===== config.mk =====
export PLATFORM = sky130hd
export DESIGN_NAME = utf8_to_ucs2_decoder
export DESIGN_NICKNAME = d
export VERILOG_FILES = /design/src/rtl/u2u_pkg.sv /design/src/rtl/utf8_to_ucs2_decoder.sv /design/src/rtl/u2u_front.sv /design/src/rtl/u2u_queue.sv /design/src/rtl/u2u_back.sv
export SDC_FILE = /design/constraint.sdc
export NUM_CORES = 1
export LEC_CHECK = 0
export BUFFER_PORTS_ARGS = -buffer_cell sky130_fd_sc_hd__buf_4
export CAP_MARGIN = 20
export CORE_ASPECT_RATIO = 1.5
export CORE_MARGIN = 5
export CORE_UTILIZATION = 60
export DETAILED_ROUTE_END_ITERATION = 16
export PLACE_DENSITY = 0.8
export SLEW_MARGIN = 20
export SYNTH_ARGS = -nofsm -noshare
export SYNTH_HDL_FRONTEND = slang
export SYNTH_HIERARCHICAL = 1
export SYNTH_SLANG_ARGS = --single-unit
export TNS_END_PERCENT = 10

===== constraint.sdc =====
create_clock -name clock -period 3.23 [get_ports clock]
set_input_delay 0 -clock clock [delete_from_list [all_inputs] [get_ports clock]]
set_output_delay 0 -clock clock [all_outputs]
set_load 0.02 [all_outputs]

===== src/rtl/u2u_pkg.sv =====
// Shared types and constants for the UTF-8 to UCS-2 decoder.
// Used by u2u_front, u2u_queue, u2u_back and utf8_to_ucs2_decoder.
package u2u_pkg;

   localparam int UNIT_W = 16;
   localparam int BYTE_W = 8;

   localparam logic [1:0] PEND_NONE = 2'd0;
   localparam logic [1:0] PEND_ONE  = 2'd1;
   localparam logic [1:0] PEND_TWO  = 2'd2;

   localparam logic [UNIT_W-1:0] COUNT_MAX = '1;

   typedef struct packed {
      logic [UNIT_W-1:0] code;
      logic              last;
   } unit_type;

endpackage


===== src/rtl/utf8_to_ucs2_decoder.sv =====
// Top level of the UTF-8 to UCS-2 decoder: front end, unit queue, back end.
// Depends on u2u_pkg, u2u_front, u2u_queue and u2u_back.
//
// The req channel carries one byte of a UTF-8 string per item; req_tlast
// marks the final byte of a string. The rsp channel carries one 16-bit
// unit per completed character together with the running unit count of
// the string; rsp_tlast marks the unit that ends the string. A string
// whose last character is cut short yields that partial unit at once.
// csr_we writes csr_wdata into the byte-order bit: 1 passes units as
// decoded, 0 swaps their two bytes. Write it only while the block is idle.
//
// One byte is accepted every cycle while the unit queue has room. A unit
// that a byte completes passes through the unit queue and then the output
// register before it appears on rsp. When the receiver stalls, the queue of
// QUEUE_DEPTH units and the output register absorb bytes until the queue
// is full, then req_tready drops. Reset empties the queue, clears the
// character being gathered and the unit count, and sets the byte-order
// bit to 1.
module utf8_to_ucs2_decoder #(
   parameter int QUEUE_DEPTH = 4
) (
   input  logic                          clock,
   input  logic                          reset,
   input  logic                          csr_we,
   input  logic                          csr_wdata,
   input  logic                          req_tvalid,
   output logic                          req_tready,
   input  logic [u2u_pkg::BYTE_W-1:0]    req_tdata,   // [7:0] utf8_byte
   input  logic                          req_tlast,
   output logic                          rsp_tvalid,
   input  logic                          rsp_tready,
   output logic [2*u2u_pkg::UNIT_W-1:0]  rsp_tdata,   // [15:0] unit_value, [31:16] unit_count
   output logic                          rsp_tlast
);

   logic              push_valid, push_ready;
   u2u_pkg::unit_type push_unit;
   logic              pop_valid, pop_ready;
   u2u_pkg::unit_type pop_unit;

   u2u_front u_front (
      .clock      (clock),
      .reset      (reset),
      .req_tvalid (req_tvalid),
      .req_tready (req_tready),
      .req_tdata  (req_tdata),
      .req_tlast  (req_tlast),
      .push_valid (push_valid),
      .push_ready (push_ready),
      .push_unit  (push_unit)
   );

   u2u_queue #(
      .DEPTH (QUEUE_DEPTH)
   ) u_queue (
      .clock     (clock),
      .reset     (reset),
      .in_valid  (push_valid),
      .in_ready  (push_ready),
      .in_unit   (push_unit),
      .out_valid (pop_valid),
      .out_ready (pop_ready),
      .out_unit  (pop_unit)
   );

   u2u_back u_back (
      .clock      (clock),
      .reset      (reset),
      .csr_we     (csr_we),
      .csr_wdata  (csr_wdata),
      .pop_valid  (pop_valid),
      .pop_ready  (pop_ready),
      .pop_unit   (pop_unit),
      .rsp_tvalid (rsp_tvalid),
      .rsp_tready (rsp_tready),
      .rsp_tdata  (rsp_tdata),
      .rsp_tlast  (rsp_tlast)
   );

endmodule


===== src/rtl/u2u_front.sv =====
// Front end: accepts UTF-8 bytes, tracks the character being gathered and
// pushes finished units into the queue. Depends on u2u_pkg.
module u2u_front (
   input  logic                               clock,
   input  logic                               reset,
   input  logic                               req_tvalid,
   output logic                               req_tready,
   input  logic [u2u_pkg::BYTE_W-1:0]         req_tdata,
   input  logic                               req_tlast,
   output logic                               push_valid,
   input  logic                               push_ready,
   output u2u_pkg::unit_type                  push_unit
);

   logic [1:0]                  pend_ff, pend_in;
   logic [u2u_pkg::UNIT_W-1:0]  code_ff, code_in;
   logic                        fire;
   logic                        emit;
   logic [u2u_pkg::UNIT_W-1:0]  emit_code;

   assign req_tready = push_ready;
   assign fire       = req_tvalid && push_ready;

   always_comb begin
      pend_in   = pend_ff;
      code_in   = code_ff;
      emit      = 1'b0;
      emit_code = code_ff;
      if (fire) begin
         case (pend_ff)
            u2u_pkg::PEND_NONE: begin
               if (!req_tdata[7]) begin
                  emit      = 1'b1;
                  emit_code = {9'b0, req_tdata[6:0]};
                  code_in   = '0;
               end else if (req_tdata[7:5] == 3'b110) begin
                  code_in = {5'b0, req_tdata[4:0], 6'b0};
                  pend_in = u2u_pkg::PEND_ONE;
               end else begin
                  code_in = {req_tdata[3:0], 12'b0};
                  pend_in = u2u_pkg::PEND_TWO;
               end
            end
            u2u_pkg::PEND_ONE: begin
               emit      = 1'b1;
               emit_code = code_ff | {10'b0, req_tdata[5:0]};
               code_in   = '0;
               pend_in   = u2u_pkg::PEND_NONE;
            end
            default: begin
               code_in = code_ff | {4'b0, req_tdata[5:0], 6'b0};
               pend_in = u2u_pkg::PEND_ONE;
            end
         endcase
         if (req_tlast) begin
            if (!emit) begin
               emit      = 1'b1;
               emit_code = code_in;
            end
            code_in = '0;
            pend_in = u2u_pkg::PEND_NONE;
         end
      end
   end

   assign push_valid     = emit;
   assign push_unit.code = emit_code;
   assign push_unit.last = req_tlast;

   always_ff @(posedge clock) begin
      if (reset) begin
         pend_ff <= u2u_pkg::PEND_NONE;
         code_ff <= '0;
      end else begin
         pend_ff <= pend_in;
         code_ff <= code_in;
      end
   end

   // A string never ends without a unit being emitted.
   assert property (@(posedge clock) disable iff (reset)
      fire && req_tlast |-> emit)
      else $error("end of string accepted without a unit");

   // At most two following bytes are ever outstanding.
   assert property (@(posedge clock) disable iff (reset)
      pend_ff != 2'd3)
      else $error("pending byte count out of range");

endmodule


===== src/rtl/u2u_queue.sv =====
// Short register queue of decoded units between the front and back ends.
// Depends on u2u_pkg for the unit type.
module u2u_queue #(
   parameter int DEPTH = 4
) (
   input  logic              clock,
   input  logic              reset,
   input  logic              in_valid,
   output logic              in_ready,
   input  u2u_pkg::unit_type in_unit,
   output logic              out_valid,
   input  logic              out_ready,
   output u2u_pkg::unit_type out_unit
);

   localparam int AW = (DEPTH > 1) ? $clog2(DEPTH) : 1;
   localparam int CW = $clog2(DEPTH + 1);

   u2u_pkg::unit_type mem_ff [DEPTH];
   logic [AW-1:0]     wr_ptr_ff, wr_ptr_in;
   logic [AW-1:0]     rd_ptr_ff, rd_ptr_in;
   logic [CW-1:0]     cnt_ff, cnt_in;
   logic              push, pop;

   assign in_ready  = cnt_ff != CW'(DEPTH);
   assign out_valid = cnt_ff != '0;
   assign out_unit  = mem_ff[rd_ptr_ff];
   assign push      = in_valid && in_ready;
   assign pop       = out_valid && out_ready;

   always_comb begin
      wr_ptr_in = wr_ptr_ff;
      rd_ptr_in = rd_ptr_ff;
      cnt_in    = cnt_ff;
      if (push) begin
         wr_ptr_in = (wr_ptr_ff == AW'(DEPTH - 1)) ? '0 : wr_ptr_ff + 1'b1;
      end
      if (pop) begin
         rd_ptr_in = (rd_ptr_ff == AW'(DEPTH - 1)) ? '0 : rd_ptr_ff + 1'b1;
      end
      if (push && !pop) begin
         cnt_in = cnt_ff + 1'b1;
      end else if (pop && !push) begin
         cnt_in = cnt_ff - 1'b1;
      end
   end

   always_ff @(posedge clock) begin
      if (push) begin
         mem_ff[wr_ptr_ff] <= in_unit;
      end
   end

   always_ff @(posedge clock) begin
      if (reset) begin
         wr_ptr_ff <= '0;
         rd_ptr_ff <= '0;
         cnt_ff    <= '0;
      end else begin
         wr_ptr_ff <= wr_ptr_in;
         rd_ptr_ff <= rd_ptr_in;
         cnt_ff    <= cnt_in;
      end
   end

   // The fill count never exceeds the number of entries.
   assert property (@(posedge clock) disable iff (reset)
      cnt_ff <= CW'(DEPTH))
      else $error("queue count overflow");

endmodule


===== src/rtl/u2u_back.sv =====
// Back end: takes units from the queue, applies the byte order, keeps the
// running unit count and holds the result register. Depends on u2u_pkg.
module u2u_back (
   input  logic                            clock,
   input  logic                            reset,
   input  logic                            csr_we,
   input  logic                            csr_wdata,
   input  logic                            pop_valid,
   output logic                            pop_ready,
   input  u2u_pkg::unit_type               pop_unit,
   output logic                            rsp_tvalid,
   input  logic                            rsp_tready,
   output logic [2*u2u_pkg::UNIT_W-1:0]    rsp_tdata,
   output logic                            rsp_tlast
);

   logic                        big_endian_ff;
   logic                        valid_ff, valid_in;
   logic [u2u_pkg::UNIT_W-1:0]  value_ff, value_in;
   logic [u2u_pkg::UNIT_W-1:0]  count_ff, count_in;
   logic                        last_ff;
   logic [u2u_pkg::UNIT_W-1:0]  done_ff, done_in;
   logic                        pop;

   assign pop_ready = !valid_ff || rsp_tready;
   assign pop       = pop_valid && pop_ready;

   always_comb begin
      valid_in = valid_ff;
      done_in  = done_ff;
      count_in = (done_ff == u2u_pkg::COUNT_MAX) ? done_ff : done_ff + 1'b1;
      value_in = big_endian_ff ? pop_unit.code
                               : {pop_unit.code[7:0], pop_unit.code[15:8]};
      if (valid_ff && rsp_tready) begin
         valid_in = 1'b0;
      end
      if (pop) begin
         valid_in = 1'b1;
         done_in  = pop_unit.last ? '0 : count_in;
      end
   end

   always_ff @(posedge clock) begin
      if (pop) begin
         value_ff <= value_in;
         count_ff <= count_in;
         last_ff  <= pop_unit.last;
      end
   end

   always_ff @(posedge clock) begin
      if (reset) begin
         big_endian_ff <= 1'b1;
         valid_ff      <= 1'b0;
         done_ff       <= '0;
      end else begin
         if (csr_we) begin
            big_endian_ff <= csr_wdata;
         end
         valid_ff <= valid_in;
         done_ff  <= done_in;
      end
   end

   assign rsp_tvalid = valid_ff;
   assign rsp_tdata  = {count_ff, value_ff};
   assign rsp_tlast  = last_ff;

   // The count restarts after the unit that ends a string.
   assert property (@(posedge clock) disable iff (reset)
      pop && pop_unit.last |=> done_ff == '0)
      else $error("unit count not cleared at end of string");

   // A unit on the output always carries a count of at least one.
   assert property (@(posedge clock) disable iff (reset)
      valid_ff |-> count_ff != '0)
      else $error("result shown with zero unit count");

endmodule


==> summary.md <==
| Metric | Value |
|---|---|
| CP Data Arrival Time | approximately 3.2 ns |
| Fmax | between 0.3 and 0.4 GHz |
| PnR worst setup slack | 0.334 ns |
| Post-route ant nets | 0 |
| Core Area | between 10,000 and 15,000 um2 |
| Final clock skew | 0.00745 ns |
| Grt peak-use layer | met2 |
| Mapped Area | 6500 um2 |
| Die span in y | 137 um |
| Post-synthesis area per instance | 13.2 um2 |
| Clk root buf | clkbuf_16 |
| Final core utilization | 0.718 |
| Minimum clock period | 2.90 ns |
| Async S/R FF share, synth | 0 |
| Grt total ovfl | 0 |
| PwrDens | approximately 820 nW/um2 |
| Resize count post-CTS | 0 |
| Rel. slew slack | 0.425 |
| Internal | 4.28 mW |
| 1st-iter DRT viols | approximately 350 |
| Worst Tran Pin Value | roughly 0.86 ns |
| EDFF count, synth | a little over 100 |
| Layout cells sized above 1 | 0.247 |
| Seq/Total Area, Yosys | 0.605 |
| Nature of the critical path endpoint | flip-flop |
| Final #Nets | 568 |
| Power share of the clock group | 0.291 |
| Synth warn | 6 |
| Netlist cell types | 70 |
| H-tree depth | 4 |
| Dpl hpwl | about 9000 um |
| Final WL | about 14,000 um |
| Worst setup path class | reg -> reg |
| Die area | 13,100 um2 |
| Input/output buffers | 49 |
| Met2 Track Usage GR | 0.396 |
| Postcts setup bufs | 0 |
| RSZ-0062 raised after global routing | no |
| GRT Overall Usage | 0.225 |
| Seq pwr share | 0.416 |
| Area leader, netlist | edfxtp_1 |
| Status | complete, no violations |
| FP Rows | between 40 and 50 |
| First-pass GRT wire length | around 22,000 um |
| Vias in the first global route | between 4,000 and 5,000 |
| Switching power | just under 2 mW |
| Syn Inst Count | ~490 |
| Final Setup Violations | 0 |
| Largest net degree at the start of global routing | 37 |
| Max Cap Viol | 0 |
| Leak pwr | between 2 and 3 nW |
| Clock net sink count | between 100 and 150 |
| Gate power share | 0.293 |
| Drt first pass iters | 6 |
| Setup crit start kind | flip-flop |
| Area of the multi-input gates | between 2000 and 2500 um2 |
| Per-cell routed wire length | 19.6 um |
| DP Worst Slack | 0.382 ns |
| DR vias | about 4,500 |
| DRC | 0 |
| Worst-path clk slew | 0.06 ns |
| Met1 Resource Use GR | 0.250 |
| Setup total negative slack | 0 ns |
| Area grow syn2layout | 16.9% |
| Period utilisation layout | 0.897 |
| RD Place Congestion | 0.903 |
| Register area | between 3000 and 4000 um2 |
| Initial core utilization | 0.614 |
| HP Class | in -> reg |
| Top-count cell post-synth | edfxtp_1 |
| Primary FF master, synth | edfxtp_1 |
| Yosys top cell area share | 0.467 |
| Worst-Skew Late Latency | a little over 0.4 ns |
| # diodes | 0 |
| Hold_buf cts | 13 |
| Vias per inst | ~6.4 |
| Initial antenna violation count | 0 |
| Synth cell count leaders | 101 x edfxtp_1, 45 x dfxtp_1, 32 x nand2_1 |
| Layout fillers | about 710 |
| Number of buffers created by CTS | 17 |
| Synth Net Count | 514 |
| CP max FO | 11 |
| CTS tree | yes |
| Largest buffer count on any clock path | 2 |
| Fin. max-slew vios | 0 |
| Required @ worst endpoint | about 3.6 ns |
| Synth area leaders | edfxtp_1 47%, dfxtp_1 14%, mux4_2 5.9% |
| Hold Vio Cnt, Final | 0 |
| Switch share | 0.311 |
| Ports | 50 |
| Yosys reg bits | ~150 |
| VDD IR max | 493 uV |
| Die width | between 90 and 100 um |
| Met3 global-route usage | 0.0519 |
## cell type report
cell class | instances | area share
Clock buffer | 20 | 0.0588
Clock inverter | 12 | 0.0143
Inverter | 15 | 0.00741
Multi-Input combinational cell | 300 | 0.310
Sequential cell | 146 | 0.518
Tap cell | 144 | 0.0237
Timing Repair Buffer | 65 | 0.0685
## per-stage QoR
stage	instance area, um2	hold WS [ns]	std cells	total power, mW
global route	7600	0.177	702	6.51
global placement	6910	0.217	657	4.35
CTS	7600	0.119	702	6.26
floorplan	6500	0.128	491	3.80
detailed placement	6910	0.228	657	4.41
finish	7600	0.148	702	6.22
## power by group through the flow
stage                     logic [mW]  clock network (mW)  registers (mW)
after CTS                       1.83                1.84            2.59
after global placement          1.75                   0            2.60
after detailed placement        1.79                   0            2.62
after global routing            1.94                1.95            2.62
after floorplan                0.947                   0            2.86
final                           1.82                1.81            2.59
## layer usage
metal  up-vias  share of wire
met4         0          0.050
met1      2125           0.36
li1       2009              -
met3        63          0.062
met5         -              0
met2       264           0.53
## worst max-delay path: stages, from the launching register on
cell and delay (ns):
dfxtp_1 0.43, or3b_1 0.36, nand2_2 0.17, nor2_1 0.28, and2_4 0.23, ha_1 0.18, inv_1 0.06, fa_1 0.38
xor2_1 0.17, or3_2 0.41, a21oi_1 0.15
## state kept, by name, indices dropped and copies added, names as in the netlist, named ones only
| register | flops |
|---|---|
| u_queue/mem_ff | 68 |
| u_back/count_ff | 16 |
| u_back/done_ff | 16 |
| u_back/value_ff | 16 |
| u_front/code_ff | 16 |
| u_queue/cnt_ff | 3 |
| u_front/pend_ff | 2 |
| u_queue/rd_ptr_ff | 2 |
| u_queue/wr_ptr_ff | 2 |
| u_back/big_endian_ff | 1 |
| u_back/rsp_tlast | 1 |
| u_back/rsp_tvalid | 1 |
## path summary, 6_finish.rpt
kind,startpoint,end,slack (ns),depth (start not counted)
worst max-delay path,u_queue/cnt_ff[0]$_SDFFE_PP0P_,u_queue/cnt_ff[2]$_SDFFE_PP0P_,0.33,10
worst min-delay path,req_tdata[7],u_queue/mem_ff[3][4]$_DFFE_PP_,0.15,4
worst max register to register,u_queue/cnt_ff[0]$_SDFFE_PP0P_,u_queue/cnt_ff[2]$_SDFFE_PP0P_,0.33,10
worst min register to register,u_front/code_ff[15]$_SDFFE_PP0P_,u_front/code_ff[15]$_SDFFE_PP0P_,0.48,1
## placed cells by master (no fill, tap or decap), drive strengths merged, types with 5 or more instances in the layout
master,synthesis,final
edfxtp,101,101
buf,14,52
dfxtp,45,45
nand2,33,33
nor2,25,25
a21oi,20,20
clkbuf,16,20
mux4,17,17
mux2,16,16
nand3,15,15
inv,14,15
o21ai,14,14
dlygate4sd3,0,13
a31oi,10,10
nand4,10,10
and2,9,9
and3,9,9
clkinv,1,9
a22o,8,8
nor3,8,8
o21a,7,7
ha,7,7
xnor2,6,6
or4,6,6
o211ai,6,6
a22oi,6,6
nor2b,5,5
xor2,5,5
nand2b,5,5
or3,5,5
## cells by family (layout without fill, tap and decap cells)
family                   count (synthesis)  in the layout  synth area share
buffers and inverters                   45            112            0.0325
multiplexers                            37             37            0.0928
XOR/XNOR                                11             11            0.0148
flip-flops                             146            146             0.605
adder cells (fa/ha/maj)                  8              8            0.0166
AO/OA/AOI/OAI                           99             99             0.108
AND/OR/NAND/NOR                        145            145             0.130
Power figures use the tool's default switching activity.
